$ cat config.mk
export PLATFORM = sky130hd
export DESIGN_NAME = chip8_line_assembler
export DESIGN_NICKNAME = d
export VERILOG_FILES = /design/src/c8asm_pkg.sv /design/src/c8asm_tokenizer.sv /design/src/c8asm_encoder.sv /design/src/chip8_line_assembler.sv
export SDC_FILE = /design/constraint.sdc
export NUM_CORES = 1
export LEC_CHECK = 0
export BUFFER_PORTS_ARGS = -buffer_cell sky130_fd_sc_hd__buf_2
export CAP_MARGIN = 0
export CORE_ASPECT_RATIO = 0.5
export CORE_UTILIZATION = 55
export DETAILED_ROUTE_END_ITERATION = 8
export PLACE_DENSITY = 0.75
export SETUP_SLACK_MARGIN = 0.15
export SYNTH_ARGS = -nofsm -noshare
export SYNTH_HDL_FRONTEND = slang
export SYNTH_HIERARCHICAL = 1
export SYNTH_SLANG_ARGS = --single-unit
$ cat constraint.sdc
create_clock -name clk -period 11.8 [get_ports clk]
set_input_delay 1.77 -clock clk [delete_from_list [all_inputs] [get_ports clk]]
set_output_delay 1.77 -clock clk [all_outputs]
set_load 0.01 [all_outputs]
$ cat src/c8asm_pkg.sv
package c8asm_pkg;

  // operand tokens kept per line, three characters each
  localparam int MAX_OPERAND_TOKENS = 4;
  localparam int OPND_CHARS = 3;
  localparam int MNEM_LEN = 5;
  // token counter saturates at MAX_OPERAND_TOKENS + 2
  localparam int TOK_MAX = MAX_OPERAND_TOKENS + 2;
  localparam int TOK_W = $clog2(TOK_MAX + 1);
  localparam int CIC_W = $clog2(MNEM_LEN + 1);

  // characters with a meaning of their own
  localparam logic [7:0] CHAR_NL = 8'd10;
  localparam logic [7:0] CHAR_SP = 8'd32;
  localparam logic [7:0] CHAR_COMMA = 8'd44;

  // text of the current line as gathered so far
  typedef struct packed {
    logic [TOK_W-1:0] tok_cnt;
    logic too_long;
    logic [0:MNEM_LEN-1][7:0] mnem;
    logic [0:MAX_OPERAND_TOKENS-1][0:OPND_CHARS-1][7:0] opnd;
    logic has_chars;
  } line_state_t;

endpackage

$ cat src/c8asm_tokenizer.sv
module c8asm_tokenizer
  import c8asm_pkg::*;
(
  input  logic        clk,
  input  logic        rst_n,
  input  logic        step,
  input  logic [7:0]  text_char,
  output line_state_t line_st
);

  line_state_t st_r, st_nxt;
  logic inside_r, inside_nxt;
  logic [CIC_W-1:0] cic_r, cic_nxt;
  logic [TOK_W-1:0] tc_new;
  logic [CIC_W-1:0] cic_cur;

  // token split and character capture for one word
  always_comb begin
    st_nxt = st_r;
    inside_nxt = inside_r;
    cic_nxt = cic_r;
    tc_new = st_r.tok_cnt;
    cic_cur = cic_r;
    if (step) begin
      if (text_char == CHAR_NL) begin
        st_nxt = '0;
        inside_nxt = 1'b0;
        cic_nxt = '0;
      end else begin
        st_nxt.has_chars = 1'b1;
        if (text_char == CHAR_SP || text_char == CHAR_COMMA) begin
          inside_nxt = 1'b0;
        end else begin
          // a new token starts
          if (!inside_r) begin
            inside_nxt = 1'b1;
            cic_cur = '0;
            if (st_r.tok_cnt < TOK_W'(TOK_MAX)) begin
              tc_new = st_r.tok_cnt + TOK_W'(1);
            end
          end
          st_nxt.tok_cnt = tc_new;
          cic_nxt = cic_cur;
          if (tc_new == TOK_W'(1)) begin
            // mnemonic
            if (cic_cur < CIC_W'(MNEM_LEN)) begin
              for (int i = 0; i < MNEM_LEN; i++) begin
                if (cic_cur == CIC_W'(i)) st_nxt.mnem[i] = text_char;
              end
              cic_nxt = cic_cur + CIC_W'(1);
            end else begin
              st_nxt.too_long = 1'b1;
            end
          end else if (cic_cur < CIC_W'(OPND_CHARS)) begin
            // operand characters, first three only
            for (int k = 0; k < MAX_OPERAND_TOKENS; k++) begin
              for (int j = 0; j < OPND_CHARS; j++) begin
                if (tc_new == TOK_W'(k + 2) && cic_cur == CIC_W'(j)) begin
                  st_nxt.opnd[k][j] = text_char;
                end
              end
            end
            if (tc_new <= TOK_W'(MAX_OPERAND_TOKENS + 1)) begin
              cic_nxt = cic_cur + CIC_W'(1);
            end
          end
        end
      end
    end
  end

  // line state registers
  always_ff @(posedge clk) begin
    if (!rst_n) begin
      st_r <= '0;
      inside_r <= 1'b0;
      cic_r <= '0;
    end else begin
      st_r <= st_nxt;
      inside_r <= inside_nxt;
      cic_r <= cic_nxt;
    end
  end

  assign line_st = st_r;

endmodule

$ cat src/c8asm_encoder.sv
module c8asm_encoder
  import c8asm_pkg::*;
(
  input  line_state_t line_st,
  output logic [15:0] opcode_word,
  output logic        line_error
);

  typedef enum logic [4:0] {
    MN_CLS, MN_RET, MN_SYS, MN_JP, MN_CALL, MN_SE, MN_SNE, MN_LD, MN_ADD, MN_OR,
    MN_AND, MN_XOR, MN_SUB, MN_SHR, MN_SUBN, MN_SHL, MN_RND, MN_DRW, MN_SKP,
    MN_SKNP, MN_NONE
  } mnem_t;

  localparam int MNEM_CNT = 20;
  localparam logic [0:MNEM_CNT-1][8*MNEM_LEN-1:0] MNEM_TABLE = {
    {"CLS", 16'h0}, {"RET", 16'h0}, {"SYS", 16'h0}, {"JP", 24'h0},
    {"CALL", 8'h0}, {"SE", 24'h0}, {"SNE", 16'h0}, {"LD", 24'h0},
    {"ADD", 16'h0}, {"OR", 24'h0}, {"AND", 16'h0}, {"XOR", 16'h0},
    {"SUB", 16'h0}, {"SHR", 16'h0}, {"SUBN", 8'h0}, {"SHL", 16'h0},
    {"RND", 16'h0}, {"DRW", 16'h0}, {"SKP", 16'h0}, {"SKNP", 8'h0}
  };

  localparam logic [15:0] OP_CLS = 16'h00E0;
  localparam logic [15:0] OP_RET = 16'h00EE;
  localparam logic [15:0] OP_JP = 16'h1000;
  localparam logic [15:0] OP_JP_V0 = 16'hB000;
  localparam logic [15:0] OP_CALL = 16'h2000;
  localparam logic [15:0] OP_SE_B = 16'h3000;
  localparam logic [15:0] OP_SNE_B = 16'h4000;
  localparam logic [15:0] OP_SE_R = 16'h5000;
  localparam logic [15:0] OP_SNE_R = 16'h9000;
  localparam logic [15:0] OP_LD_B = 16'h6000;
  localparam logic [15:0] OP_ADD_B = 16'h7000;
  localparam logic [15:0] OP_LD_R = 16'h8000;
  localparam logic [15:0] OP_OR = 16'h8001;
  localparam logic [15:0] OP_AND = 16'h8002;
  localparam logic [15:0] OP_XOR = 16'h8003;
  localparam logic [15:0] OP_ADD_R = 16'h8004;
  localparam logic [15:0] OP_SUB = 16'h8005;
  localparam logic [15:0] OP_SHR = 16'h8006;
  localparam logic [15:0] OP_SUBN = 16'h8007;
  localparam logic [15:0] OP_SHL = 16'h800E;
  localparam logic [15:0] OP_LD_I = 16'hA000;
  localparam logic [15:0] OP_RND = 16'hC000;
  localparam logic [15:0] OP_DRW = 16'hD000;
  localparam logic [15:0] OP_SKP = 16'hE09E;
  localparam logic [15:0] OP_SKNP = 16'hE0A1;
  localparam logic [15:0] OP_LD_DT_R = 16'hF007;
  localparam logic [15:0] OP_LD_K = 16'hF00A;
  localparam logic [15:0] OP_LD_DT_W = 16'hF015;
  localparam logic [15:0] OP_LD_ST = 16'hF018;
  localparam logic [15:0] OP_ADD_I = 16'hF01E;
  localparam logic [15:0] OP_LD_F = 16'hF029;
  localparam logic [15:0] OP_LD_BCD = 16'hF033;
  localparam logic [15:0] OP_LD_STORE = 16'hF055;
  localparam logic [15:0] OP_LD_LOAD = 16'hF065;
  localparam logic [15:0] OP_ERR = 16'hFFFF;

  // uppercase hex digit value, anything else reads as zero
  function automatic logic [3:0] hexv(input logic [7:0] ch);
    logic [3:0] v;
    v = 4'h0;
    if (ch inside {["0":"9"]}) v = 4'(ch - 8'h30);
    else if (ch inside {["A":"F"]}) v = 4'(ch - 8'h37);
    return v;
  endfunction

  mnem_t mn;
  logic have1, have2, have3;
  logic r0, r1, r2;
  logic [3:0] x, h11, h20, h21;
  logic [7:0] b1;
  logic [11:0] a0, a1;
  logic [7:0] c00, c10;
  logic ok;
  logic [15:0] code;

  // mnemonic lookup
  always_comb begin
    mn = MN_NONE;
    for (int m = MNEM_CNT - 1; m >= 0; m--) begin
      if (line_st.mnem == MNEM_TABLE[m]) mn = mnem_t'(m);
    end
  end

  // operand fields
  always_comb begin
    c00 = line_st.opnd[0][0];
    c10 = line_st.opnd[1][0];
    r0 = c00 == "V";
    r1 = c10 == "V";
    r2 = line_st.opnd[2][0] == "V";
    x = hexv(line_st.opnd[0][1]);
    h11 = hexv(line_st.opnd[1][1]);
    h20 = hexv(line_st.opnd[2][0]);
    h21 = hexv(line_st.opnd[2][1]);
    b1 = {hexv(c10), h11};
    a0 = {hexv(c00), x, hexv(line_st.opnd[0][2])};
    a1 = {hexv(c10), h11, hexv(line_st.opnd[1][2])};
    have1 = line_st.tok_cnt >= TOK_W'(2);
    have2 = line_st.tok_cnt >= TOK_W'(3);
    have3 = line_st.tok_cnt >= TOK_W'(4);
  end

  // opcode per form
  always_comb begin
    ok = 1'b0;
    code = '0;
    case (mn)
      MN_CLS: begin
        ok = 1'b1;
        code = OP_CLS;
      end
      MN_RET: begin
        ok = 1'b1;
        code = OP_RET;
      end
      MN_SYS: begin
        ok = have1;
        code = {4'h0, a0};
      end
      MN_JP: begin
        if (!r0) begin
          ok = have1;
          code = OP_JP | {4'h0, a0};
        end else begin
          ok = have2;
          code = OP_JP_V0 | {4'h0, a1};
        end
      end
      MN_CALL: begin
        ok = have1;
        code = OP_CALL | {4'h0, a0};
      end
      MN_SE, MN_SNE: begin
        ok = r0 && have2;
        if (r1) code = ((mn == MN_SE) ? OP_SE_R : OP_SNE_R) | {4'h0, x, h11, 4'h0};
        else code = ((mn == MN_SE) ? OP_SE_B : OP_SNE_B) | {4'h0, x, b1};
      end
      MN_LD: begin
        ok = have2;
        case (c00)
          "V": begin
            case (c10)
              "V": code = OP_LD_R | {4'h0, x, h11, 4'h0};
              "D": code = OP_LD_DT_R | {4'h0, x, 8'h00};
              "K": code = OP_LD_K | {4'h0, x, 8'h00};
              "[": code = OP_LD_LOAD | {4'h0, x, 8'h00};
              default: code = OP_LD_B | {4'h0, x, b1};
            endcase
          end
          "I": code = OP_LD_I | {4'h0, a1};
          "D": code = OP_LD_DT_W | {4'h0, h11, 8'h00};
          "S": code = OP_LD_ST | {4'h0, h11, 8'h00};
          "F": code = OP_LD_F | {4'h0, h11, 8'h00};
          "B": code = OP_LD_BCD | {4'h0, h11, 8'h00};
          "[": code = OP_LD_STORE | {4'h0, h11, 8'h00};
          default: ok = 1'b0;
        endcase
      end
      MN_ADD: begin
        if (c00 == "I") begin
          ok = have2;
          code = OP_ADD_I | {4'h0, h11, 8'h00};
        end else begin
          ok = have2 && r0;
          if (r1) code = OP_ADD_R | {4'h0, x, h11, 4'h0};
          else code = OP_ADD_B | {4'h0, x, b1};
        end
      end
      MN_OR, MN_AND, MN_XOR, MN_SUB, MN_SUBN: begin
        ok = r0 && have2 && r1;
        case (mn)
          MN_OR: code = OP_OR;
          MN_AND: code = OP_AND;
          MN_XOR: code = OP_XOR;
          MN_SUB: code = OP_SUB;
          default: code = OP_SUBN;
        endcase
        code = code | {4'h0, x, h11, 4'h0};
      end
      MN_SHR, MN_SHL: begin
        ok = r0 && have3 && r2;
        code = ((mn == MN_SHR) ? OP_SHR : OP_SHL) | {4'h0, x, h21, 4'h0};
      end
      MN_RND: begin
        ok = r0 && have2;
        code = OP_RND | {4'h0, x, b1};
      end
      MN_DRW: begin
        ok = r0 && have3 && r1;
        code = OP_DRW | {4'h0, x, h11, h20};
      end
      MN_SKP, MN_SKNP: begin
        ok = r0 && have1;
        code = ((mn == MN_SKP) ? OP_SKP : OP_SKNP) | {4'h0, x, 8'h00};
      end
      default: ok = 1'b0;
    endcase
    if (line_st.too_long || line_st.tok_cnt == '0) ok = 1'b0;
  end

  assign opcode_word = ok ? code : OP_ERR;
  assign line_error = !ok;

endmodule

$ cat src/chip8_line_assembler.sv
// CHIP-8 line assembler. Source text enters one byte per word on the in_
// channel; spaces and commas split tokens and a newline (byte 10) ends the
// line, at which point one word leaves on the out_ channel carrying the
// 16-bit opcode (0xFFFF with out_line_error set when the line is bad). A bare
// newline produces nothing. Throughput is one text byte per cycle while the
// input side is not stalled: each byte is held in an input register, then
// updates the line state, and the opcode is encoded from that state straight
// into the output register as the newline leaves the input register. The
// input side only stalls when an opcode is due and the output register is
// still full and not being taken.
module chip8_line_assembler
  import c8asm_pkg::*;
(
  input  logic        clk,
  input  logic        rst_n,
  input  logic        in_valid,
  output logic        in_ready,
  input  logic [7:0]  in_text_char,
  output logic        out_valid,
  input  logic        out_ready,
  output logic [15:0] out_opcode_word,
  output logic        out_line_error
);

  logic s1_valid_r, s1_valid_nxt;
  logic [7:0] s1_char_r;
  logic out_valid_r, out_valid_nxt;
  logic [15:0] out_opcode_r;
  logic out_error_r;
  line_state_t line_st;
  logic [15:0] enc_code;
  logic enc_err;
  logic emits, s1_go;

  c8asm_tokenizer u_tok (
    .clk      (clk),
    .rst_n    (rst_n),
    .step     (s1_go),
    .text_char(s1_char_r),
    .line_st  (line_st)
  );

  c8asm_encoder u_enc (
    .line_st    (line_st),
    .opcode_word(enc_code),
    .line_error (enc_err)
  );

  // handshake: a newline on a non-empty line needs room in the output register
  always_comb begin
    emits = (s1_char_r == CHAR_NL) && line_st.has_chars;
    s1_go = s1_valid_r && (!emits || !out_valid_r || out_ready);
    in_ready = !s1_valid_r || s1_go;
    s1_valid_nxt = in_valid || (s1_valid_r && !s1_go);
    if (s1_go && emits) out_valid_nxt = 1'b1;
    else if (out_ready) out_valid_nxt = 1'b0;
    else out_valid_nxt = out_valid_r;
  end

  // input word register
  always_ff @(posedge clk) begin
    if (!rst_n) begin
      s1_valid_r <= 1'b0;
    end else if (in_ready) begin
      s1_valid_r <= s1_valid_nxt;
    end
  end

  always_ff @(posedge clk) begin
    if (in_ready && in_valid) begin
      s1_char_r <= in_text_char;
    end
  end

  // output word register
  always_ff @(posedge clk) begin
    if (!rst_n) begin
      out_valid_r <= 1'b0;
    end else begin
      out_valid_r <= out_valid_nxt;
    end
  end

  always_ff @(posedge clk) begin
    if (s1_go && emits) begin
      out_opcode_r <= enc_code;
      out_error_r <= enc_err;
    end
  end

  assign out_valid = out_valid_r;
  assign out_opcode_word = out_opcode_r;
  assign out_line_error = out_error_r;

endmodule
[Word level (Yosys, flattened, before mapping)]
Cells that the tools add are included.
Word-level totals
  bits in latches: 0
  bits in read-only memories: 0
  output and inout port bits: 19
  bits of input ports: 12
  logic and storage cells: 341
  bits in writable memories: 0
  bits in registers: 140
  memories: 0
Operators by class
  magnitude comparators: 39
  multiplexer cells: 97
  bitwise logic cells: 5
  reductions and logical operators: 93
  equality and inequality tests: 66
  shift operators: 0
  multipliers: 0
  add/sub/neg operators: 18
  div/mod/pow operators: 0
Operator list (count)
  $eq 40x39->1 const B: 20
  $pmux 16 s13: 1
  $mux 96: 2
  $mux 141: 1
  $mux 140: 1
  $mux 8: 17
  $pmux 16 s7: 1
  $eq 8x7->1 const B: 12
  $mux 16: 6
  $mux 5: 19
  $or 16x12->16: 5
  $mux 4: 17
  $reduce_and 5->1: 13
  $ge 8x6->1 const B: 8
  $ge 8x7->1 const B: 8
  $le 8x6->1 const B: 8
  $le 8x7->1 const B: 8
  $pmux 16 s4: 1
  $mux 3: 16
  $mux 41: 1
  $eq 5x4->1 const B: 8
  $mux 40: 1
  $logic_and 1x1->1: 39
  $reduce_bool 2->1: 17
  other kinds (33): 88

[Longest topological paths before layout]
  word-level depth: 26
  depth in mapped cells: 13
  mapped depth without buffers: 10

[Modules after synthesis]
Netlist, hierarchy kept.
By module, submodules not included
  c8asm_tokenizer: cells an instance 629, area each 6117.1 sq um, times used 1, sequential area each 2902.8 sq um
  c8asm_encoder: cells an instance 562, area each 3703.6 sq um, times used 1, sequential area each 0.0 sq um
  chip8_line_assembler: cells an instance 44, area each 909.6 sq um, times used 1, sequential area each 790.8 sq um

[Least setup slack after synthesis]
OpenSTA, ideal clock, no wires.
  path type: input to output
  from: in out_ready
  to: out in_ready
  cell stages on the path: 3
  path buffers: 0
  arrival: 2.387 ns
  slack: 7.643 ns
  data required time: 10.030 ns
  cell sequence: nor2b_1 -> nand3_1 -> or2_1
Between the ends
  longest elaborated chain between the ends: 3
RTL lines
  start: declaration: line chip8_line_assembler.sv:20  | input logic out_ready,
  $logic_or 1x1->1: line chip8_line_assembler.sv:52  | s1_go = s1_valid_r && (!emits || !out_valid_r || out_ready);
  $logic_and 1x1->1: line chip8_line_assembler.sv:52
  $logic_or 1x1->1: line chip8_line_assembler.sv:53  | in_ready = !s1_valid_r || s1_go;
  end: declaration: line chip8_line_assembler.sv:17  | output logic in_ready,
Every way passes these cells.

[Worst setup path after layout]
  from: reg u_tok.st_r, in the netlist u_tok/line_st[131]
  to: reg out_opcode_r[0] (netlist: out_opcode_word[0]), data pin
Between the ends
  longest elaborated chain between the ends: 26
  elaborated cells between the ends (all ways): 75
  classes of those cells: eq/ne (39); mux (26); bitwise (2); reduce/logical (8)
RTL lines
  start: declaration: line c8asm_tokenizer.sv:11  | line_state_t st_r, st_nxt;
  start signal: assignment: line c8asm_tokenizer.sv:79  | st_r <= st_nxt;
  $eq 40x39->1: line c8asm_encoder.sv:83  | if (line_st.mnem == MNEM_TABLE[m]) mn = mnem_t'(m);
  $mux 3: line c8asm_encoder.sv:83
  $mux 5 (18 in a row): line c8asm_encoder.sv:83
  $mux 5 *: line c8asm_encoder.sv:83
  $eq 5x4->1: line c8asm_encoder.sv:110, c8asm_encoder.sv:174
  $pmux 3 s4: line c8asm_encoder.sv:174  | case (mn)
  $mux 16: line c8asm_encoder.sv:110  | case (mn)
  $or 16x12->16: line c8asm_encoder.sv:181  | code = code | {4'h0, x, h11, 4'h0};
  $pmux 16 s13: line c8asm_encoder.sv:110
  end signal: assignment: line chip8_line_assembler.sv:86  | out_opcode_r <= enc_code;
  end: declaration: line chip8_line_assembler.sv:28  | logic [15:0] out_opcode_r;
Every way passes the cells marked *; elsewhere a longest branch is shown, timed or not. The select of a mux whose other input is x is not followed.
A chain may end at the register's enable or synchronous reset.

==> metrics.md <==
| Metric | Value |
|---|---|
| Most frequent cells in the layout | `nand2_1, dfxtp_1, mux2i_1` |
| PD cells | `approximately 110 mW/mm²` |
| Syn avg cell area | `~8.5 µm²` |
| Pre-antenna DRT Iters | `6` |
| CP Cell Sequence | `nor4b_1, nand4_1, a2111oi_0, a2111oi_0, nand3_1, nor4b_1, a2111o_1, o2111ai_1` |
| Initial Util | `between 50 and 60%` |
| Slew Viols, Final | `0` |
| Grt total ovfl | `0` |
| Maximum net fanout on the critical path | `17` |
| Slew HR | `around a fifth` |
| Worst vdd ir | `0.0000995 V` |
| Die area | `between 0.015 and 0.02 mm²` |
| # Post-CTS Setup Buffers | `0` |
| Remaining DRCs | `0` |
| Final setup fails | `0` |
| Max_cap viols | `0` |
| Final hold viol count | `0` |
| Synth warn | `6` |
| Min Tclk post-route | `4530 ps` |
| Boundary Pins | `31` |
| Final Util | `61.5%` |
| First-pass GRT wire length | `between 40000 and 50000 µm` |
| Vias in the first global route | `7957` |
| Synth Cell Area | `~0.0096 mm²` |
| Final HPWL DP | `around 20000 µm` |
| Antenna violations before repair | `0` |
| Initial DRC Count | `approximately 1100` |
| Slowest stage delay, CP | `1010 ps` |
| Overall Global Routing Usage | `about 32%` |
| Critical Path AT | `roughly 4700 ps` |
| Max Clock Skew | `between 9 and 10 ps` |
| Routed WL | `slightly below 30000 µm` |
| CP Data Required Time | `about 12000 ps` |
| Ratio of cells with drive above 1 in the final layout | `10.0%` |
| Core Rows | `33` |
| Most common cell after layout, fill and taps aside | `nand2_1` |
| Run status | `finished, final reports clean` |
| Hold buffer count at CTS | `0` |
| Post-route design area | `0.0103 mm²` |
| Clock Latency Late Sink | `roughly 430 ps` |
| Worst-path clk slew | `approximately 70 ps` |
| RSZ-0062 raised after global routing | `no` |
| Worst Hold Class | `register to register` |
| GP Congestion | `a little under 1` |
| Overall die height | `95.2 µm` |
| Buffers added on ports | `30` |
| Leakage | `3.96 nW` |
| Achievable frequency | `between 0.2 and 0.25 GHz` |
| CTS tree | `yes` |
| WL per Instance | `21.5 µm` |
| Kind of critical path | `register to register` |
| Num CTS Buffers | `17` |
| Setup TNS | `0 ps` |
| DR vias/cell | `approximately 6.7` |
| Final antenna-violating net count | `0` |
| Net Count, Synth | `around 1200` |
| Period utilization | `38.4%` |
| Slew of the pin with the lowest slew margin | `approximately 1200 ps` |
| Critical Path Sink Type | `register` |
| Clock Tree Buf Depth | `2` |
| Cts repair resizes | `0` |
| Via count | `between 9000 and 10000` |
| Clk sinks | `140` |
| Largest net degree at the start of global routing | `between 100 and 150` |
| Crit path launch type | `register` |
| Critical-path top delay cell | `nor4b_1` |
| Post-DP Area | `0.00969 mm²` |
| Antenna Cells | `0` |
| Layout area overhead | `7.43%` |
| CTS Root Cell | `clkbuf_16` |
| Fin nets | `approximately 1200` |
| Final Power | `around 0.0011 W` |
| Core Box Area | `about 0.017 mm²` |
| Htree depth | `4` |
| Die width | `around 190 µm` |
| Post-Synthesis Cells | `about 1100` |
## registers in the layout (all words and copies together), names as in the netlist
name             cells
out_opcode_word     16
s1_char_r            8
out_valid            1
out_line_error       1
u_tok/cic_r          3
u_tok/inside_r       1
u_tok/line_st      109
s1_valid_r           1
## worst paths after layout
| check | from | to | slack (ps) | cells after the start |
|---|---|---|---|---|
| setup reg to reg | u_tok/line_st[131] | out_opcode_word[0] | 7270 | 8 |
| hold / removal | u_tok/line_st[112] | u_tok/line_st[112] | 470 | 2 |
| setup / recovery | u_tok/line_st[131] | out_opcode_word[0] | 7270 | 8 |
| hold reg to reg | u_tok/line_st[112] | u_tok/line_st[112] | 470 | 2 |
## layout make-up
type                    count  area (µm²)
fillers                  1455        6420
multi-input cells         883        6020
flip-flops and latches    140        3050
clock buffers              17         425
well taps                 227         284
repair buffers             37         203
clock inverters            15         143
inverters                  36         135
## report_power, final
group / internal (W) / switching, W
clock: 0.000282 / 0.000245
combinational: 0.0000180 / 0.0000426
sequential: 0.000491 / 0.0000128
total: 0.000791 / 0.000301
## layer usage
| metal | vias to the layer above | part of all wire (%) | wire length (µm) | track usage (%) |
|---|---|---|---|---|
| met5 | - | 0 | 0 | 0 |
| met4 | 0 | 2.0 | 593 | 9.81 |
| met3 | 49 | 9.6 | 2800 | 6.66 |
| met2 | 480 | 42 | 12200 | 48.7 |
| met1 | 4305 | 47 | 13600 | 46.8 |
| li1 | 4210 | - | - | - |
## through the flow
stage,hold slack [ps],std cells,setup WS [ps]
3_5_place_dp,457,1323,7350
3_3_place_gp,450,1323,7360
2_1_floorplan,434,1125,7640
4_1_cts,466,1355,7350
6_report,466,1355,7270
5_1_grt,491,1355,7130
## critical path: cells and delay by family (launching register included)
kind	cells	cell delay, ps
flip-flops	1	360
AND/OR/NAND/NOR	4	1760
AO/OA/AOI/OAI	4	2100
(Power assumes the default switching activity.)
